## src/rtl/ats_pkg.sv

```systemverilog
// Shared types and constants for the ASCII token splitter.
package ats_pkg;

  localparam int unsigned OFFSET_BITS = 31;
  localparam int unsigned MAP_BITS    = 64;
  localparam int unsigned CFG_IDX_W   = 2;

  // Result queue geometry
  localparam int unsigned QUEUE_DEPTH = 4;
  localparam int unsigned QUEUE_PTR_W = $clog2(QUEUE_DEPTH);
  localparam int unsigned QUEUE_CNT_W = $clog2(QUEUE_DEPTH + 1);

  // Configuration register indexes
  localparam logic [CFG_IDX_W-1:0] CFG_TOKEN_LOW  = CFG_IDX_W'(0);
  localparam logic [CFG_IDX_W-1:0] CFG_TOKEN_HIGH = CFG_IDX_W'(1);

  // Reset maps: digits in the low half, letters in the high half
  localparam logic [MAP_BITS-1:0] TOKEN_LOW_RST  = 64'h03FF_0000_0000_0000;
  localparam logic [MAP_BITS-1:0] TOKEN_HIGH_RST = 64'h07FF_FFFE_07FF_FFFE;

  localparam logic [7:0] CHAR_UPPER_A = 8'h41;
  localparam logic [7:0] CHAR_UPPER_Z = 8'h5A;
  localparam logic [7:0] CASE_DELTA   = 8'd32;

  localparam logic [OFFSET_BITS-1:0] POS_MAX = {OFFSET_BITS{1'b1}};

  typedef struct packed {
    logic [7:0]             folded_byte;
    logic                   token_first;
    logic                   token_last;
    logic [OFFSET_BITS-1:0] start_offset;
    logic [OFFSET_BITS-1:0] end_offset;
  } result_t;

  typedef struct packed {
    logic a_valid;  // held byte is emitted
    logic b_valid;  // incoming byte is emitted (token at end of text)
  } push_t;

  function automatic logic [7:0] fold_case(input logic [7:0] b);
    logic [7:0] r;
    r = b;
    if (b >= CHAR_UPPER_A && b <= CHAR_UPPER_Z) begin
      r = b + CASE_DELTA;
    end
    return r;
  endfunction

endpackage

```

## src/rtl/ats_token_core.sv

```systemverilog
// Token state machine: classify a byte, emit held byte, update offsets.
module ats_token_core (
  input  logic                            clk_i,
  input  logic                            rst_ni,
  input  logic                            step_i,
  input  logic [7:0]                      byte_i,
  input  logic                            eot_i,
  input  logic [ats_pkg::MAP_BITS-1:0]    map_low_i,
  input  logic [ats_pkg::MAP_BITS-1:0]    map_high_i,
  output ats_pkg::push_t                  push_o,
  output ats_pkg::result_t                res_a_o,
  output ats_pkg::result_t                res_b_o
);

  logic [7:0]                        held_byte_q, held_byte_d;
  logic                              held_valid_q, held_valid_d;
  logic                              held_first_q, held_first_d;
  logic [ats_pkg::OFFSET_BITS-1:0]   tok_start_q, tok_start_d;
  logic [ats_pkg::OFFSET_BITS-1:0]   pos_q, pos_d;

  logic [2*ats_pkg::MAP_BITS-1:0]    token_map;
  logic                              is_tok;
  logic [ats_pkg::OFFSET_BITS-1:0]   pos_nxt;
  logic [ats_pkg::OFFSET_BITS-1:0]   start_eff;

  assign token_map = {map_high_i, map_low_i};
  assign is_tok    = byte_i[7] | token_map[byte_i[6:0]];
  assign pos_nxt   = (pos_q == ats_pkg::POS_MAX) ? ats_pkg::POS_MAX
                                                 : pos_q + ats_pkg::OFFSET_BITS'(1);
  assign start_eff = held_valid_q ? tok_start_q : pos_q;

  always_comb begin
    push_o.a_valid       = step_i & held_valid_q;
    push_o.b_valid       = step_i & is_tok & eot_i;

    // held byte: closes the token unless a token byte follows
    res_a_o.folded_byte  = ats_pkg::fold_case(held_byte_q);
    res_a_o.token_first  = held_first_q;
    res_a_o.token_last   = ~is_tok;
    res_a_o.start_offset = tok_start_q;
    res_a_o.end_offset   = is_tok ? '0 : pos_q;

    // incoming token byte at end of text
    res_b_o.folded_byte  = ats_pkg::fold_case(byte_i);
    res_b_o.token_first  = ~held_valid_q;
    res_b_o.token_last   = 1'b1;
    res_b_o.start_offset = start_eff;
    res_b_o.end_offset   = pos_nxt;

    held_byte_d  = held_byte_q;
    held_valid_d = held_valid_q;
    held_first_d = held_first_q;
    tok_start_d  = tok_start_q;
    pos_d        = pos_q;
    if (step_i) begin
      if (is_tok) begin
        tok_start_d = start_eff;
        held_byte_d = byte_i;
      end
      held_valid_d = is_tok & ~eot_i;
      held_first_d = is_tok & ~eot_i & ~held_valid_q;
      pos_d        = eot_i ? '0 : pos_nxt;
    end
  end

  always_ff @(posedge clk_i or negedge rst_ni) begin
    if (!rst_ni) begin
      held_byte_q  <= '0;
      held_valid_q <= 1'b0;
      held_first_q <= 1'b0;
      tok_start_q  <= '0;
      pos_q        <= '0;
    end else begin
      held_byte_q  <= held_byte_d;
      held_valid_q <= held_valid_d;
      held_first_q <= held_first_d;
      tok_start_q  <= tok_start_d;
      pos_q        <= pos_d;
    end
  end

  a_eot_clears_held: assert property (@(posedge clk_i) disable iff (!rst_ni)
    step_i && eot_i |=> !held_valid_q && pos_q == '0)
    else $error("held byte or position survived end of text");

  a_first_needs_held: assert property (@(posedge clk_i) disable iff (!rst_ni)
    held_first_q |-> held_valid_q)
    else $error("first marker without a held byte");

  a_pos_monotonic: assert property (@(posedge clk_i) disable iff (!rst_ni)
    step_i && !eot_i |=> pos_q >= $past(pos_q) && pos_q != '0)
    else $error("position went backwards without end of text");

endmodule

```

## src/rtl/ats_result_fifo.sv

```systemverilog
// Result queue: takes up to two results a cycle, gives one a cycle.
module ats_result_fifo (
  input  logic                              clk_i,
  input  logic                              rst_ni,
  input  ats_pkg::push_t                    push_i,
  input  ats_pkg::result_t                  res_a_i,
  input  ats_pkg::result_t                  res_b_i,
  input  logic                              pop_i,
  output logic                              head_valid_o,
  output ats_pkg::result_t                  head_o,
  output logic [ats_pkg::QUEUE_CNT_W-1:0]   count_o
);

  ats_pkg::result_t                  mem_q [ats_pkg::QUEUE_DEPTH];
  logic [ats_pkg::QUEUE_PTR_W-1:0]   wr_ptr_q, wr_ptr_d;
  logic [ats_pkg::QUEUE_PTR_W-1:0]   rd_ptr_q, rd_ptr_d;
  logic [ats_pkg::QUEUE_CNT_W-1:0]   count_q, count_d;
  logic [ats_pkg::QUEUE_PTR_W-1:0]   wr_ptr_1;
  ats_pkg::result_t                  wr_data_0;
  logic                              wr_en_0, wr_en_1;
  logic                              do_pop;

  // Pack: first slot takes held byte if present, else the incoming byte
  assign wr_en_0   = push_i.a_valid | push_i.b_valid;
  assign wr_en_1   = push_i.a_valid & push_i.b_valid;
  assign wr_data_0 = push_i.a_valid ? res_a_i : res_b_i;
  assign wr_ptr_1  = wr_ptr_q + ats_pkg::QUEUE_PTR_W'(1);
  assign do_pop    = pop_i & (count_q != '0);

  always_comb begin
    wr_ptr_d = wr_ptr_q + ats_pkg::QUEUE_PTR_W'(wr_en_0) + ats_pkg::QUEUE_PTR_W'(wr_en_1);
    rd_ptr_d = rd_ptr_q + ats_pkg::QUEUE_PTR_W'(do_pop);
    count_d  = count_q + ats_pkg::QUEUE_CNT_W'(wr_en_0) + ats_pkg::QUEUE_CNT_W'(wr_en_1)
               - ats_pkg::QUEUE_CNT_W'(do_pop);
  end

  always_ff @(posedge clk_i) begin
    if (wr_en_0) begin
      mem_q[wr_ptr_q] <= wr_data_0;
    end
    if (wr_en_1) begin
      mem_q[wr_ptr_1] <= res_b_i;
    end
  end

  always_ff @(posedge clk_i or negedge rst_ni) begin
    if (!rst_ni) begin
      wr_ptr_q <= '0;
      rd_ptr_q <= '0;
      count_q  <= '0;
    end else begin
      wr_ptr_q <= wr_ptr_d;
      rd_ptr_q <= rd_ptr_d;
      count_q  <= count_d;
    end
  end

  assign head_valid_o = (count_q != '0);
  assign head_o       = mem_q[rd_ptr_q];
  assign count_o      = count_q;

  a_count_bound: assert property (@(posedge clk_i) disable iff (!rst_ni)
    count_q <= ats_pkg::QUEUE_CNT_W'(ats_pkg::QUEUE_DEPTH))
    else $error("result queue overflow");

  a_ptr_distance: assert property (@(posedge clk_i) disable iff (!rst_ni)
    ats_pkg::QUEUE_PTR_W'(wr_ptr_q - rd_ptr_q) == ats_pkg::QUEUE_PTR_W'(count_q))
    else $error("queue pointers disagree with count");

  a_pair_has_room: assert property (@(posedge clk_i) disable iff (!rst_ni)
    wr_en_1 |-> count_q <= ats_pkg::QUEUE_CNT_W'(ats_pkg::QUEUE_DEPTH - 2))
    else $error("two results pushed without two free slots");

endmodule

```

## src/rtl/ascii_token_splitter.sv

```systemverilog
// Top level of the ASCII token splitter: input stage, config map, core, result queue.
//
//  channel  direction  handshake                   payload
//  -------  ---------  --------------------------  --------------------------------------
//  in       sink       in_valid_i / in_ready_o     text_byte_i, end_of_text_i
//  out      source     out_valid_o / out_ready_i   folded_byte_o, token_first_o,
//                                                  token_last_o, start_offset_o,
//                                                  end_offset_o
//  cfg      sink       cfg_we_i (no wait)          cfg_index_i, cfg_data_i
//
// One item is accepted per cycle while in_ready_o is high. A result leaves once its item has
// passed the input register and the token core has written the result queue.
// An item that yields two results (token byte at end of text after a held byte)
// gives them out one at a time through the single read port of the result queue.
// in_ready_o drops only while the queue has fewer than two free slots.
// Reset clears the control state and loads the default map (digits and letters); no clearing pass.
module ascii_token_splitter (
  input  logic                                clk_i,
  input  logic                                rst_ni,
  // input items
  input  logic                                in_valid_i,
  output logic                                in_ready_o,
  input  logic [7:0]                          text_byte_i,
  input  logic                                end_of_text_i,
  // result items
  output logic                                out_valid_o,
  input  logic                                out_ready_i,
  output logic [7:0]                          folded_byte_o,
  output logic                                token_first_o,
  output logic                                token_last_o,
  output logic [ats_pkg::OFFSET_BITS-1:0]     start_offset_o,
  output logic [ats_pkg::OFFSET_BITS-1:0]     end_offset_o,
  // configuration
  input  logic                                cfg_we_i,
  input  logic [ats_pkg::CFG_IDX_W-1:0]       cfg_index_i,
  input  logic [ats_pkg::MAP_BITS-1:0]        cfg_data_i
);

  // Token-character map, to be written only while idle; the block does not enforce this
  logic [ats_pkg::MAP_BITS-1:0] map_low_q, map_high_q;

  // Input register stage
  logic                         in_valid_q, in_valid_d;
  logic [7:0]                   in_byte_q;
  logic                         in_eot_q;
  logic                         advance;
  logic                         in_accept;

  ats_pkg::push_t               push;
  ats_pkg::result_t             res_a, res_b, head;
  logic [ats_pkg::QUEUE_CNT_W-1:0] q_count;
  logic                         head_valid;

  // Advance the held input only when the queue can absorb two results
  assign advance    = in_valid_q
                    & (q_count <= ats_pkg::QUEUE_CNT_W'(ats_pkg::QUEUE_DEPTH - 2));
  assign in_ready_o = ~in_valid_q | advance;
  assign in_accept  = in_valid_i & in_ready_o;

  always_comb begin
    in_valid_d = in_valid_q;
    if (in_accept) begin
      in_valid_d = 1'b1;
    end else if (advance) begin
      in_valid_d = 1'b0;
    end
  end

  always_ff @(posedge clk_i or negedge rst_ni) begin
    if (!rst_ni) begin
      in_valid_q <= 1'b0;
    end else begin
      in_valid_q <= in_valid_d;
    end
  end

  // Payload: load on accept, hold otherwise
  always_ff @(posedge clk_i) begin
    if (in_accept) begin
      in_byte_q <= text_byte_i;
      in_eot_q  <= end_of_text_i;
    end
  end

  // Config writes; drop writes to unknown indexes
  always_ff @(posedge clk_i or negedge rst_ni) begin
    if (!rst_ni) begin
      map_low_q  <= ats_pkg::TOKEN_LOW_RST;
      map_high_q <= ats_pkg::TOKEN_HIGH_RST;
    end else if (cfg_we_i) begin
      if (cfg_index_i == ats_pkg::CFG_TOKEN_LOW) begin
        map_low_q <= cfg_data_i;
      end
      if (cfg_index_i == ats_pkg::CFG_TOKEN_HIGH) begin
        map_high_q <= cfg_data_i;
      end
    end
  end

  ats_token_core u_core (
    .clk_i      (clk_i),
    .rst_ni     (rst_ni),
    .step_i     (advance),
    .byte_i     (in_byte_q),
    .eot_i      (in_eot_q),
    .map_low_i  (map_low_q),
    .map_high_i (map_high_q),
    .push_o     (push),
    .res_a_o    (res_a),
    .res_b_o    (res_b)
  );

  ats_result_fifo u_queue (
    .clk_i        (clk_i),
    .rst_ni       (rst_ni),
    .push_i       (push),
    .res_a_i      (res_a),
    .res_b_i      (res_b),
    .pop_i        (out_ready_i),
    .head_valid_o (head_valid),
    .head_o       (head),
    .count_o      (q_count)
  );

  assign out_valid_o    = head_valid;
  assign folded_byte_o  = head.folded_byte;
  assign token_first_o  = head.token_first;
  assign token_last_o   = head.token_last;
  assign start_offset_o = head.start_offset;
  assign end_offset_o   = head.end_offset;

  a_no_overrun: assert property (@(posedge clk_i) disable iff (!rst_ni)
    advance |-> q_count <= ats_pkg::QUEUE_CNT_W'(ats_pkg::QUEUE_DEPTH - 2))
    else $error("core stepped without queue room");

  a_stage_holds: assert property (@(posedge clk_i) disable iff (!rst_ni)
    in_valid_q && !advance |=> in_valid_q && $stable(in_byte_q) && $stable(in_eot_q))
    else $error("stalled input stage lost its item");

  a_second_needs_first: assert property (@(posedge clk_i) disable iff (!rst_ni)
    push.a_valid && push.b_valid |-> in_eot_q)
    else $error("two results outside end of text");

endmodule

```

## config.mk

```make
export PLATFORM = sky130hd
export DESIGN_NAME = ascii_token_splitter
export DESIGN_NICKNAME = d
export VERILOG_FILES = /design/src/rtl/ats_pkg.sv /design/src/rtl/ats_token_core.sv /design/src/rtl/ats_result_fifo.sv /design/src/rtl/ascii_token_splitter.sv
export SDC_FILE = /design/constraint.sdc
export NUM_CORES = 1
export LEC_CHECK = 0
export BUFFER_PORTS_ARGS = -buffer_cell sky130_fd_sc_hd__buf_2
export CELL_PAD_IN_SITES_DETAIL_PLACEMENT = 1
export CELL_PAD_IN_SITES_GLOBAL_PLACEMENT = 2
export CORE_ASPECT_RATIO = 0.75
export CORE_UTILIZATION = 40
export CTS_BUF_LIST = sky130_fd_sc_hd__clkbuf_4
export CTS_CLUSTER_DIAMETER = 40
export DETAILED_ROUTE_END_ITERATION = 8
export PLACE_DENSITY = 0.89
export SKIP_CTS_REPAIR_TIMING = 1
export SLEW_MARGIN = 10
export SYNTH_ARGS = -nofsm -noshare
export SYNTH_HDL_FRONTEND = slang
export SYNTH_SLANG_ARGS = --single-unit
```

## constraint.sdc

```tcl
create_clock -name clk_i -period 4.4 [get_ports clk_i]
set_clock_uncertainty 0.05 [all_clocks]
set_input_delay 0.88 -clock clk_i [delete_from_list [all_inputs] [get_ports clk_i]]
set_output_delay 0.88 -clock clk_i [all_outputs]
set_load 0.02 [all_outputs]
```

# Yosys cells after proc, flatten, opt, wreduce, memory -nomap -nowiden
# Memory sizes are Yosys's and may differ from the RTL's.
# Index checks and enable logic that the tools add are counted.
word_totals:
  reg_bits: 217
  ram_bits: 288
  input_bits: 80
  out_inout_bits: 74
  elab_cells: 71
  memories: 1
classes:
  add_sub_neg: 10
  order_cmp: 6
  eq_ne: 2
  n_mux: 15
  n_bitwise: 16
  n_reduce_logical: 8
mem_list:
  columns: ["name", "words", "width", "read_ports", "rd_ports_with_merged_regs", "write_ports", "line_no", "source"]
  rows:
  - ["u_queue.mem_q", 4, 72, 1, 0, 2, "ats_result_fifo.sv:14", "ats_pkg::result_t mem_q [ats_pkg::QUEUE_DEPTH];"]
ops:
  columns: ["operator", "n"]
  rows:
  - ["$mux 31", 4]
  - ["$mux 72", 1]
  - ["$add 31x1->31 const B", 1]
  - ["$eq 31x31->1 const B", 1]
  - ["$add 8x6->8 const B", 2]
  - ["$ge 8x7->1 const B", 2]
  - ["$le 8x7->1 const B", 2]
  - ["$mux 8", 2]
  - ["$and 1x1->1", 9]
  - ["$lt 7x8->1 const B", 1]
  - ["$bmux 1 s7", 1]
  - ["$mux 1", 7]
  - ["$add 2x1->2", 3]
  - ["$add 3x1->3", 2]
  - ["$reduce_and 2->1", 3]
  - ["$not 1->1", 4]
  - ["$le 3x2->1 const B", 1]
  - ["$or 1x1->1", 3]
  - ["$reduce_bool 3->1", 1]
  - ["$sub 3x1->3", 1]
  - ["$add 2x1->2 const B", 1]
  - ["$eq 2x1->1 const B", 1]
  - ["$logic_and 1x1->1", 2]
  - ["$logic_not 2->1", 1]
  - ["$reduce_bool 2->1", 1]

# Logic depth before layout (Yosys ltp)
depth:
  word_depth: 9
  mapped_depth: 16
  ltp_nobuf: 12

# By module
# From an unflattened synthesis, not the netlist that was laid out.
hier_totals:
  cells_unflattened: 1943
  area_unflattened_um2: 26835.7
by_module_without_submodules:
  columns: ["mod", "instances", "cells_each", "area_per_inst_um2", "seq_area_each_um2"]
  rows:
  - ["ats_result_fifo", 1, 1085, 15519.9, 8823.5]
  - ["ats_token_core", 1, 570, 5719.2, 1801.7]
  - ["ascii_token_splitter", 1, 288, 5596.6, 3575.9]

# Worst setup path before layout
# OpenSTA, ideal clock, no wires.
synth_timing:
  kind: "register to register"
  from: "register in_byte_q[0]"
  to: "memory u_queue.mem_q[3][0] (netlist bit), enable pin"
  setup_ns: 0.425
  arrival_time_ns: 3.888
  required_time_ns: 3.925
  setup_slack_ns: 0.037
  stages_incl_launch_ff: 14
  n_path_buf: 5
  synth_period_minus_slack_ns: 4.363
  path_cell_list: "edfxtp_1 buf_6 buf_8 buf_8 mux2i_1 a221oi_1 o21ai_0 a41oi_2 nand4_2 buf_4 o2bb2a_2 nand3b_4 buf_2 inv_1"
synth_rtl:
  columns: ["item", "line_no", "source"]
  rows:
  - ["from (decl)", "ascii_token_splitter.sv:44", "logic [7:0] in_byte_q;"]
  - ["from (signal assigned)", "ascii_token_splitter.sv:80", "in_byte_q <= text_byte_i;"]
  - ["to (decl)", "ats_result_fifo.sv:14", null]

# Worst setup path in the final report
layout_timing:
  from: "register u_queue.rd_ptr_q[0] (netlist bit)"
  to: "output end_offset_o[10] (netlist bit)"
layout_via:
  elab_chain_len: 1
layout_rtl:
  columns: ["item", "line_no", "source"]
  rows:
  - ["from (decl)", "ats_result_fifo.sv:16", "logic [ats_pkg::QUEUE_PTR_W-1:0] rd_ptr_q, rd_ptr_d;"]
  - ["from (signal assigned)", "ats_result_fifo.sv:53", "rd_ptr_q <= rd_ptr_d;"]
  - ["$mem_v2 4x72", null, null]
  - ["to (decl)", "ascii_token_splitter.sv:32", "output logic [ats_pkg::OFFSET_BITS-1:0] end_offset_o,"]
# No other way between the ends.

==> impl_metrics.tcl <==
set metrics [dict create \
    place_ws_ns 0.224 \
    io_pins 154 \
    drv_slew 0 \
    cts_max_level 4 \
    fp.dieW_um 283 \
    final_util 0.473 \
    p_total_mw 17.5 \
    grt.busiest_layer "met2" \
    tns_ns 0 \
    yosysWarnings 0 \
    status "finished, final reports clean" \
    power_density_nw_per_um2 638 \
    vias 16500 \
    yosysTopAreaCell "edfxtp_1" \
    netlist_instances 1749 \
    design_area_sq_um 27400 \
    setup_viol 0 \
    io_buffer_count 153 \
    yosysSeqAreaShare 0.599 \
    syn-mean-instance-area_sq_um 13.5 \
    arrival_ns 3.06 \
    cts_num_sinks 505 \
    cp-startpoint "u_queue.rd_ptr_q[0]$_DFF_PN0_" \
    whs_ns 0.0807 \
    start_util 0.408 \
    path_class "reg2out" \
    numCtsBuffers 140 \
    dp_cells 2603 \
    grt_overflow 0 \
    first_global_vias 17700 \
    hold_viol_final 0 \
    critical-path-max-stage-delay_ns 0.84 \
    die_h_um 213 \
    setup_slack_ns 0.410 \
    critPathTopFamily "flip-flops" \
    grt_pass1_wl_um 106000 \
    grt_util_met3 0.0569 \
    synth_edf_count 293 \
    path_clk_slew_ns 0.07 \
    ys_async_sr_fraction 0.412 \
    hold_path.startpoint "cfg_data_i[1]" \
    grt_use_met1 0.317 \
    worst_pin_slew_ns 0.954 \
    power.leakage_nw 10.2 \
    antenna_found_initial 6 \
    synth_area_leaders "edfxtp_1 37%, dfrtp_1 15%, mux4_2 7.9%, dfstp_2 6.9%, mux2_2 6.8%" \
    avgViaCountPerCell 5.71 \
    synth.cell_area_sq_um 23600 \
    crit_required_ns 3.47 \
    gr-usage-met2 0.377 \
    critPathSlowestCell "dfrtp_4" \
    coreArea_sq_um 57900 \
    period_share 0.907 \
    reg2regPathDepth 12 \
    grt_max_degree 99 \
    path_buf_inv 2 \
    clk_latency_ns 1.01 \
    path_cells "buf_4, mux4_2, buf_2" \
    root_buffer "clkbuf_4" \
    fmax_mhz 251 \
    rsz0062_at_grt "no" \
    crit_end "end_offset_o[10]" \
    rr_endpoint "u_queue.mem_q[1][17]$_DFFE_PP_" \
    syn-num-nets 1839 \
    synth_ff_type "edfxtp_1" \
    critical_path_cell_count 3 \
    clockBufferDepth 3 \
    placement_rows 76 \
    layout-drive-gt1-share 0.377 \
    area_delta_synth_final_pct 15.9 \
    die-area_sq_um 60100 \
    dr.pass1.iters 5 \
    min_period_ns 3.99 \
    ys_ff_latch 505 \
    drc 0 \
    yosys-top-cells-count "293 x edfxtp_1, 214 x nor2_1, 146 x dfrtp_1" \
    dpl.hpwl_um 44200 \
    nets 2071 \
    post_drt_wl_per_cell_um 24.2 \
    drt_wl_total_um 69800 \
    drt_iter0_drc 1446 \
    slew_headroom 0.364 \
    synth_top_area_frac 0.372 \
    drv_cap 0 \
    worstReg2RegStart "in_byte_q[0]$_DFFE_PP_" \
    path_max_fanout 27 \
    ys_types 82 \
    vdd_drop_max_v 0.000271 \
    start_kind "flop" \
    layoutNonFillerInstCount 2886 \
    hold_class "in2reg" \
    yosys.cell_count.top_type "edfxtp_1" \
    place.gp.congestion 0.833 \
    grt_use_total 0.238 \
    placed_cell_area_sq_um 25300 \
    cp-end-kind "output pin" \
    drtAntennaViolNets 0 \
    rrSetupSlack_ns 0.57 \
    cts_tree "built" \
]
[final cells by class]
class                   instances  area (sq um)
repair buffers                230          1480
flip-flops and latches        505         14200
multi-input cells            1088          8780
clock buffers                 230          1730
inverters                      16          60.1
fillers                      5956         30500
clock inverters                29           183
well taps                     780           976
diodes                          8          20.0
[cells in the final DEF, fill, tap and decap left out, types with 71 or more instances in the layout]
master	instances
edfxtp_1	293
clkbuf_4	230
nor2_1	213
buf_2	152
mux2_2	143
dfrtp_1	143
nand2_1	113
mux4_2	83
a21oi_1	72
a22o_1	71
[worst reg2reg max path: cells and delay by family (launching register included)]
family / cells / cell delay (ns)
buf+inv: 5 / 1.30
mux: 1 / 0.39
simple gates: 3 / 0.66
flops: 1 / 0.44
compound gates: 3 / 0.59
[metal layers]
layer / vias to the layer above / wire (um)
li1: 7138 / -
met1: 8608 / 29600
met2: 610 / 33800
met3: 116 / 4700
met4: 4 / 1610
met5: - / 26
[worst min-delay path by stage]
stage                                              to  depth (start not counted)
global route                 map_low_q[1]$_DFFE_PN0P_                          2
CTS                        map_high_q[27]$_DFFE_PN0P_                          1
detailed placement  u_queue.mem_q[0][62]$_SDFFE_PP1P_                          2
global placement    u_queue.mem_q[2][62]$_SDFFE_PP1N_                          2
floorplan           u_queue.mem_q[2][62]$_SDFFE_PP1N_                          2
finish                       map_low_q[1]$_DFFE_PN0P_                          2
[registers in the layout, indices dropped and copies added (netlist names)]
register / cells
map_low_q: 64
u_queue.mem_q: 288
map_high_q: 64
u_core.held_first_q: 1
u_core.pos_q: 31
u_queue.rd_ptr_q: 2
u_queue.wr_ptr_q: 2
u_core.held_valid_q: 1
in_byte_q: 8
in_valid_q: 1
u_core.tok_start_q: 31
in_eot_q: 1
u_queue.count_o: 3
u_core.held_byte_q: 8
[cells by family after synthesis]
group | Yosys count | share of synthesized area
compound gates | 301 | 0.0849
xor+xnor | 25 | 0.00926
fa+ha+maj | 10 | 0.00625
buf+inv | 156 | 0.0300
flops | 505 | 0.599
mux | 299 | 0.182
simple gates | 453 | 0.0882
[report_power, final]
group          total (mW)  switching (mW)  internal [mW]  leakage, nW
clock network        4.55            2.07           2.48         1.15
logic                5.95            3.71           2.24         3.95
registers            6.98           0.738           6.24         5.08
total                17.5            6.51           11.0         10.2
(Power assumes the default switching activity.)
